File: src/hw/rtl/lru_asset_cache_defines.svh
// Assertion macros for the LRU asset cache.
// Included by the files that check themselves; needs no other file.
`ifndef LRU_ASSET_CACHE_DEFINES_SVH
`define LRU_ASSET_CACHE_DEFINES_SVH

`ifndef SYNTH
// check a property on every rising edge, off while reset is high
`define LAC_ASSERT(lbl, clk, rst, prop) \
   lbl: assert property (@(posedge clk) disable iff (rst) prop) \
      else $error("lru_asset_cache: assertion failed");
// check a property on every rising edge, reset included
`define LAC_ASSERT_ALWAYS(lbl, clk, prop) \
   lbl: assert property (@(posedge clk) prop) \
      else $error("lru_asset_cache: assertion failed");
`else
`define LAC_ASSERT(lbl, clk, rst, prop)
`define LAC_ASSERT_ALWAYS(lbl, clk, prop)
`endif

`endif

File: src/hw/rtl/lac_pkg.sv
// Shared sizes and constants for the LRU asset cache.
// No dependencies.
package lac_pkg;

   localparam int MAX_ENTRIES = 8;
   localparam int KEY_BITS    = 32;
   localparam int SLOT_BITS   = 3;
   localparam int RANK_BITS   = 3;
   localparam int CNT_BITS    = 4;
   localparam int LIMIT_BITS  = 4;
   localparam int SCAN_BITS   = 4;

   localparam logic [LIMIT_BITS-1:0] LIMIT_RESET = 4'd5;

   typedef logic [KEY_BITS-1:0]  key_type;
   typedef logic [SLOT_BITS-1:0] slot_type;
   typedef logic [RANK_BITS-1:0] rank_type;
   typedef logic [CNT_BITS-1:0]  cnt_type;

endpackage

File: src/hw/rtl/lru_asset_cache.sv
// LRU asset cache, top level: key memory, scan sequencer, recency update.
// Depends on lac_pkg and lru_asset_cache_defines.svh.
//
//  channel  | ports                                  | handshake
//  ---------+----------------------------------------+-----------------------------
//  request  | req_key, req_load_ok                   | start & !busy at rising edge
//  response | rsp_hit/found/slot/evicted/evicted_key | rsp_strobe, one cycle
//  csr      | csr_wr_data (cache_limit)              | csr_wr_en at rising edge
//
// A request runs from the accepting edge through the scan, the decide state and
// the strobe cycle: one key comparator walks the key memory one slot per cycle
// (8 reads, then the compare of the last read), the decide state applies the
// update, then the strobe cycle follows. busy is low again in the strobe
// cycle, so a new beat can be taken at its closing edge, not before that.
// Reset clears valid marks, ranks, count and the limit (back to 5).
// The receiver cannot stall.
`include "lru_asset_cache_defines.svh"

module lru_asset_cache
   import lac_pkg::*;
(
   input  logic                  clock,
   input  logic                  reset,
   input  logic                  start,
   output logic                  busy,
   input  logic [KEY_BITS-1:0]   req_key,
   input  logic                  req_load_ok,
   input  logic                  csr_wr_en,
   input  logic [LIMIT_BITS-1:0] csr_wr_data,
   output logic                  rsp_strobe,
   output logic                  rsp_hit,
   output logic                  rsp_found,
   output logic [SLOT_BITS-1:0]  rsp_slot,
   output logic                  rsp_evicted,
   output logic [KEY_BITS-1:0]   rsp_evicted_key
);

   localparam logic [1:0] ST_IDLE   = 2'd0;
   localparam logic [1:0] ST_SCAN   = 2'd1;
   localparam logic [1:0] ST_DECIDE = 2'd2;

   localparam logic [SCAN_BITS-1:0] SCAN_LAST = SCAN_BITS'(MAX_ENTRIES);
   localparam logic [CNT_BITS-1:0]  CNT_MAX   = CNT_BITS'(MAX_ENTRIES);

   logic [1:0]            state_ff, state_in;
   logic [SCAN_BITS-1:0]  scan_ff, scan_in;
   logic [LIMIT_BITS-1:0] limit_ff;
   key_type               key_ff;
   logic                  load_ok_ff;

   key_type               entry_keys_mem [MAX_ENTRIES];
   key_type               rd_key_ff;
   slot_type              rd_slot_ff;
   logic                  rd_vld_ff;

   logic [MAX_ENTRIES-1:0] valid_ff, valid_in;
   rank_type               rank_ff [MAX_ENTRIES];
   rank_type               rank_in [MAX_ENTRIES];
   cnt_type                count_ff, count_in;

   logic                  match_ff;
   slot_type              match_slot_ff;
   logic                  lru_have_ff;
   slot_type              lru_slot_ff;
   rank_type              lru_rank_ff;
   key_type               lru_key_ff;
   logic                  free_have_ff;
   slot_type              free_slot_ff;

   logic                  rsp_strobe_ff;
   logic                  rsp_hit_ff, rsp_found_ff, rsp_evicted_ff;
   slot_type              rsp_slot_ff;
   key_type               rsp_evicted_key_ff;

   logic                  accept;
   logic                  scan_rd;
   logic                  mem_wr;
   slot_type              mem_wr_slot;
   cnt_type               eff_limit;
   logic                  do_evict;
   slot_type              touch_slot;
   logic [RANK_BITS:0]    touch_thr;

   assign busy   = reset || (state_ff != ST_IDLE);
   assign accept = start && !busy;
   assign scan_rd = (state_ff == ST_SCAN) && (scan_ff != SCAN_LAST);

   // a limit of zero acts as one, above the depth acts as the depth
   always_comb begin
      if (limit_ff == '0) begin
         eff_limit = CNT_BITS'(1);
      end else if (CNT_BITS'(limit_ff) > CNT_MAX) begin
         eff_limit = CNT_MAX;
      end else begin
         eff_limit = CNT_BITS'(limit_ff);
      end
   end

   assign do_evict = (count_ff >= eff_limit);

   // sequencer
   always_comb begin
      state_in = state_ff;
      scan_in  = scan_ff;
      case (state_ff)
         ST_IDLE: begin
            if (accept) begin
               state_in = ST_SCAN;
               scan_in  = '0;
            end
         end
         ST_SCAN: begin
            if (scan_ff == SCAN_LAST) begin
               state_in = ST_DECIDE;
            end else begin
               scan_in = scan_ff + SCAN_BITS'(1);
            end
         end
         ST_DECIDE: begin
            state_in = ST_IDLE;
         end
         default: begin
            state_in = ST_IDLE;
         end
      endcase
   end

   always_ff @(posedge clock) begin
      if (reset) begin
         state_ff <= ST_IDLE;
         scan_ff  <= '0;
         limit_ff <= LIMIT_RESET;
      end else begin
         state_ff <= state_in;
         scan_ff  <= scan_in;
         if (csr_wr_en) begin
            limit_ff <= csr_wr_data;
         end
      end
   end

   always_ff @(posedge clock) begin
      if (accept) begin
         key_ff     <= req_key;
         load_ok_ff <= req_load_ok;
      end
   end

   // key memory: one read port for the scan, one write port for the update
   always_ff @(posedge clock) begin
      if (scan_rd) begin
         rd_key_ff <= entry_keys_mem[scan_ff[SLOT_BITS-1:0]];
      end
      rd_slot_ff <= scan_ff[SLOT_BITS-1:0];
      if (mem_wr) begin
         entry_keys_mem[mem_wr_slot] <= key_ff;
      end
   end

   always_ff @(posedge clock) begin
      if (reset) begin
         rd_vld_ff <= 1'b0;
      end else begin
         rd_vld_ff <= scan_rd;
      end
   end

   // shared compare step: one slot per cycle, one read behind the scan
   always_ff @(posedge clock) begin
      if (accept) begin
         match_ff     <= 1'b0;
         lru_have_ff  <= 1'b0;
         free_have_ff <= 1'b0;
      end else if (rd_vld_ff) begin
         if (valid_ff[rd_slot_ff]) begin
            if (!match_ff && (rd_key_ff == key_ff)) begin
               match_ff      <= 1'b1;
               match_slot_ff <= rd_slot_ff;
            end
            if (!lru_have_ff || (rank_ff[rd_slot_ff] > lru_rank_ff)) begin
               lru_have_ff <= 1'b1;
               lru_slot_ff <= rd_slot_ff;
               lru_rank_ff <= rank_ff[rd_slot_ff];
               lru_key_ff  <= rd_key_ff;
            end
         end else if (!free_have_ff) begin
            free_have_ff <= 1'b1;
            free_slot_ff <= rd_slot_ff;
         end
      end
   end

   // update: hit and evict age entries younger than the touched one,
   // insert ages every valid entry
   always_comb begin
      mem_wr      = 1'b0;
      mem_wr_slot = free_slot_ff;
      touch_slot  = free_slot_ff;
      touch_thr   = (RANK_BITS+1)'(MAX_ENTRIES);
      valid_in    = valid_ff;
      count_in    = count_ff;
      if (match_ff) begin
         touch_slot = match_slot_ff;
         touch_thr  = {1'b0, rank_ff[match_slot_ff]};
      end else if (do_evict) begin
         mem_wr      = (state_ff == ST_DECIDE) && load_ok_ff;
         mem_wr_slot = lru_slot_ff;
         touch_slot  = lru_slot_ff;
         touch_thr   = {1'b0, lru_rank_ff};
      end else begin
         mem_wr = (state_ff == ST_DECIDE) && load_ok_ff;
         if (mem_wr) begin
            valid_in[free_slot_ff] = 1'b1;
            count_in = count_ff + CNT_BITS'(1);
         end
      end
      for (int i = 0; i < MAX_ENTRIES; i++) begin
         rank_in[i] = rank_ff[i];
         if (valid_ff[i] && ({1'b0, rank_ff[i]} < touch_thr)) begin
            rank_in[i] = rank_ff[i] + RANK_BITS'(1);
         end
      end
      rank_in[touch_slot] = '0;
   end

   always_ff @(posedge clock) begin
      if (reset) begin
         valid_ff <= '0;
         count_ff <= '0;
         for (int i = 0; i < MAX_ENTRIES; i++) begin
            rank_ff[i] <= '0;
         end
      end else if ((state_ff == ST_DECIDE) && (match_ff || load_ok_ff)) begin
         valid_ff <= valid_in;
         count_ff <= count_in;
         for (int i = 0; i < MAX_ENTRIES; i++) begin
            rank_ff[i] <= rank_in[i];
         end
      end
   end

   // response beat
   always_ff @(posedge clock) begin
      if (reset) begin
         rsp_strobe_ff <= 1'b0;
      end else begin
         rsp_strobe_ff <= (state_ff == ST_DECIDE);
      end
   end

   always_ff @(posedge clock) begin
      if (state_ff == ST_DECIDE) begin
         rsp_hit_ff         <= match_ff;
         rsp_found_ff       <= match_ff || load_ok_ff;
         rsp_evicted_ff     <= !match_ff && load_ok_ff && do_evict;
         rsp_slot_ff        <= '0;
         rsp_evicted_key_ff <= '0;
         if (match_ff) begin
            rsp_slot_ff <= match_slot_ff;
         end else if (load_ok_ff) begin
            rsp_slot_ff <= do_evict ? lru_slot_ff : free_slot_ff;
            if (do_evict) begin
               rsp_evicted_key_ff <= lru_key_ff;
            end
         end
      end
   end

   assign rsp_strobe      = rsp_strobe_ff;
   assign rsp_hit         = rsp_hit_ff;
   assign rsp_found       = rsp_found_ff;
   assign rsp_slot        = rsp_slot_ff;
   assign rsp_evicted     = rsp_evicted_ff;
   assign rsp_evicted_key = rsp_evicted_key_ff;

   `LAC_ASSERT(a_count_matches_valid, clock, reset, (CNT_BITS'($countones(valid_ff)) == count_ff))
   `LAC_ASSERT(a_strobe_frees_block, clock, reset, rsp_strobe |-> (state_ff == ST_IDLE))
   `LAC_ASSERT(a_evict_is_load, clock, reset, (rsp_strobe && rsp_evicted) |-> (rsp_found && !rsp_hit))
   `LAC_ASSERT(a_accept_starts_scan, clock, reset, accept |=> ((state_ff == ST_SCAN) && (scan_ff == '0)))

endmodule
File: config.mk
export PLATFORM = sky130hd
export DESIGN_NAME = lru_asset_cache
export DESIGN_NICKNAME = d
export VERILOG_FILES = /design/src/hw/rtl/lac_pkg.sv /design/src/hw/rtl/lru_asset_cache.sv
export VERILOG_INCLUDE_DIRS = /design/src /design/src/hw/rtl
export SDC_FILE = /design/constraint.sdc
export NUM_CORES = 1
export LEC_CHECK = 0
export BUFFER_PORTS_ARGS = -buffer_cell sky130_fd_sc_hd__buf_2
export CAP_MARGIN = 20
export CORE_MARGIN = 2
export CORE_UTILIZATION = 48
export DETAILED_ROUTE_END_ITERATION = 10
export GPL_ROUTABILITY_DRIVEN = 0
export SYNTH_ARGS = -nofsm -noshare
export SYNTH_HDL_FRONTEND = slang
export SYNTH_SLANG_ARGS = --single-unit
File: constraint.sdc
create_clock -name clock -period 5.9 [get_ports clock]
set_input_delay 0.295 -clock clock [delete_from_list [all_inputs] [get_ports clock]]
set_output_delay 0.295 -clock clock [all_outputs]
set_load 0.01 [all_outputs]
==> results list <==
* Area occupied by multi-input gates: between 4000 and 5000 sq um
- Via count: 9,964
- Root cell of the clock tree: sky130_fd_sc_hd__clkbuf_16
- The initial antenna violation count was 1.
- The largest individual stage delay along the critical path comes from the cell sky130_fd_sc_hd__nor2_4.
- The tightest hold path in the finished design has a slack of between 0.07 and 0.08 ns.
- Final critical-path setup slack: 1.16 ns
* Final Util: 0.562
- Detailed placement ended at an HPWL of 24,600 um.
* H-tree levels: 2
* Global-route wire length before repair: 61,900 um
* Total Negative Setup Slacks: 0 ns
- Final wirelength: approximately 41,000 um
- Sw Pwr: between 1 and 1.5 mW
- Fraction of layout cells with a size suffix above 1: 0.252
- The analysis attributes to cell leakage a power of 7.26 nW.
- 0 antenna diodes ended up in the layout.
- In this run the cell area measured after placement is 19,800 sq um.
- Final number of setup-violating endpoints: 0
- Period utilisation layout: 0.804
- TritonCTS built the clock tree.
- Routed via count divided by cell count: roughly 5.7
- Of the post-synthesis cell area, the dominant cell type holds 0.684.
- The tool flagged a number of max-cap violations equal to 0.
- Async set-reset flop share out of synthesis: 0
- Setup bufs post-CTS: 0
- The floorplan step set the die height to about 200 um.
* Largest voltage drop on the vdd net: between 200 and 300 uV
- Counting tap cells, the placed design contains a total of about 1,600 instances.
- The worst setup path is launched from a register.
- Across every metal layer, demand over resource in global routing totals 0.204.
- After clock tree synthesis, the repair step resized 0 gates.
* Final cell area excluding filler cells: approximately 22,000 sq um
* Portion of total power attributed to the clock network: 0.417
* Per-instance average area after synthesis: approximately 18 sq um
- Ranked by total cell area, the synthesized netlist is headed by sky130_fd_sc_hd__edfxtp_1, sky130_fd_sc_hd__mux4_2, sky130_fd_sc_hd__dfxtp_1.
* Post-CTS Hold Fix Bufs: 40
- Final ANT Viol Nets: 0
* Worst hold path depth: 3
* Width of the chip: 202 um
- Required time of the critical path: 6.19 ns
* # DRC: 0
* Area leader, netlist: sky130_fd_sc_hd__edfxtp_1
* Power, Total: ~6.8 mW
* Clock sink count: 460
- DIE AREA: 40,600 sq um
* FP Rows: 72
- Port Buffers: 80
* Result of the run: completed
- Of the total power, the share spent switching nets is 0.212.
* Most repeated library cell on the critical path: sky130_fd_sc_hd__nor2_1
- At the worst endpoint, the arrival time is ~5 ns.
- In this design, the stage delay of the slowest critical-path cell is 0.87 ns.
* Worst Hold Class: input pin to register
- The internal power of the cells totals about 5.4 mW.
- Clock skew: around 0.025 ns
- In this run, synthesis inferred about 430 flip-flops with an integrated enable.
- Combined area of all synthesized cells: about 19,000 sq um
* Pin count of the biggest net entering global routing: 68
* Number of DRC markers in iteration 0: 849
- Counting every net in the synthesized netlist gives ~1,100.
- Of all nets on the critical path, the largest fanout is 43.
- Seq pwr share: 0.540
- The max-slew violation count was 0.
- Final worst path period need: between 4 and 5 ns
- In the final routed layout, each cell accounts on average for around 23 um.
- Static timing analysis puts the maximum clock frequency at approximately 210 MHz.
- Top_reg_cell synth: sky130_fd_sc_hd__edfxtp_1
- Part of the power in combinational logic: 0.043
- Number of I/O pins: 81
- Sequential cell area: approximately 13,000 sq um
- Area overhead of the layout relative to synthesis: 15.7%
- After clock tree synthesis, the clock-pin slew on the worst setup and hold paths is 0.06 ns.
- For this run, the post-layout net count is 1,268.
* Core Area: around 39,000 sq um
- Worst-case reg-to-reg path depth: 12
* Worst path cell trace: nor2_1, nor2_1, nor2_1, ha_1, nor2b_1, o21ai_0, nand2_1, nor2_4, mux2i_1, nand2b_1, nor2_4, buf_4
- Count of filler cells inserted in the layout: between 3,000 and 4,000
- Least-Margin Pin Slew: 1.07 ns
- Number of buffers added by the clock tree synthesis step: between 40 and 50
- Gate count after technology mapping: about 1,100
- Total power density per cell area: 315 nW/um^2
- Total grt overflow: 0
- The initial utilization of the core area, before any placement, comes to 0.486.
- The pre-antenna-repair detailed-routing pass consisted of 5 iterations.
- Counting along the longest clock path gives a buffer depth of 3.
* Number of synthesized register bits: 460
- The Yosys step of the flow raised 0 warnings.
* Source-to-sink clock delay at the later pin of the worst-skew pair: between 0.5 and 0.6 ns
* Share of the yosys chip area belonging to registers: 0.720
- Number of hold-slack violations in the final timing report: 0
* Final cell count without fillers: roughly 1,800
- By startpoint and endpoint, the worst setup path is classified as register to register.
- Vias in the first global route: between 10,000 and 15,000
* Yosys cell types: 58
* Setup repair after global routing missed its margin: no
- Measured against its own limit, the worst slew margin works out to 0.286.
- Worst slack after detailed placement: 1.16 ns
- CP Capture Type: register
area by class of cell:
type / instances / share of cell area
clock buffer: 64 / 0.0582
inverter: 34 / 0.00589
tap: 518 / 0.0299
sequential: 460 / 0.622
clock inverter: 20 / 0.00953
timing repair buffer: 139 / 0.0435
multi-input combinational: 519 / 0.230
critical path: cells and delay by family (launching register included):
family / cells / cell delay, ns
muxes: 1 / 0.59
buffers and inverters: 1 / 0.32
and+or+nand+nor: 8 / 2.57
adders and majority gates: 1 / 0.27
AOI/OAI and AO/OA: 1 / 0.34
DFF: 1 / 0.36
sequential cells by signal, indices dropped and copies added, names as in the netlist, 2 cells and up, named ones only:
signal	cells
rd_slot_ff	3
lru_rank_ff	3
count_ff	4
valid_ff	8
state_ff	2
free_slot_ff	3
lru_key_ff	32
rsp_evicted_key	32
rsp_slot	3
lru_slot_ff	3
key_ff	32
limit_ff	4
rank_ff	24
rd_key_ff	32
entry_keys_mem	256
match_slot_ff	3
scan_ff	4
per-layer routing:
metal / wire length (um) / vias to the layer above / track usage
met3: 2600 / 72 / 0.0428
li1: - / 4490 / -
met4: 1010 / 0 / 0.0622
met1: 18300 / 5097 / 0.293
met5: 0 / - / 0
met2: 18700 / 305 / 0.317
worst paths after layout:
kind / end / from / slack (ns)
max: entry_keys_mem[0][20] / limit_ff[1] / 1.16
min: limit_ff[3] / csr_wr_en / 0.08
max reg2reg: entry_keys_mem[0][20] / limit_ff[1] / 1.16
min reg2reg: lru_key_ff[22] / rd_key_ff[22] / 0.47
synth_stat cells (all sizes together), types with 6 or more instances:
cell type  instances
a2111o             6
a21oi             17
a31oi             11
and3              39
buf               11
clkbuf            31
dfxtp             33
edfxtp           427
ha                26
inv               34
mux2              44
mux2i             13
mux4              75
nand2             18
nand2b            15
nand3              9
nor2              69
nor2b              8
nor3              30
nor4              17
o211ai             8
o21ai             15
o221ai             6
o32ai              6
xnor2             13
xor2              32
cells in the final DEF, fill, tap and decap left out, drive strengths merged, types with 16 or more instances in the layout:
master         n
nor2          69
dlygate4sd3   40
ha            26
dfxtp         33
inv           34
xor2          32
clkinv        16
clkbuf        65
mux2          44
edfxtp       427
mux4          75
buf           98
a21oi         17
nor3          30
and3          39
nand2         18
nor4          17
logic make-up (layout without fill, tap and decap cells):
kind of cell | Yosys count | count (layout) | synth area share
flip-flops | 460 | 460 | 0.720
AND/OR/NAND/NOR | 224 | 224 | 0.0618
multiplexers | 132 | 132 | 0.125
AO/OA/AOI/OAI | 92 | 92 | 0.0379
buffers and inverters | 76 | 257 | 0.0176
XOR/XNOR | 45 | 45 | 0.0210
adder cells (fa/ha/maj) | 26 | 26 | 0.0174
power by group through the flow:
| stage | Clock (mW) | Sequential [mW] | Combinational (mW) |
|---|---|---|---|
| global placement | 0 | 3.75 | 0.266 |
| floorplan | 0 | 3.70 | 0.197 |
| global route | 3.03 | 3.69 | 0.318 |
| CTS | 2.92 | 3.68 | 0.291 |
| detailed placement | 0 | 3.75 | 0.269 |
| finish | 2.85 | 3.68 | 0.291 |
Power figures use the tool's default switching activity.
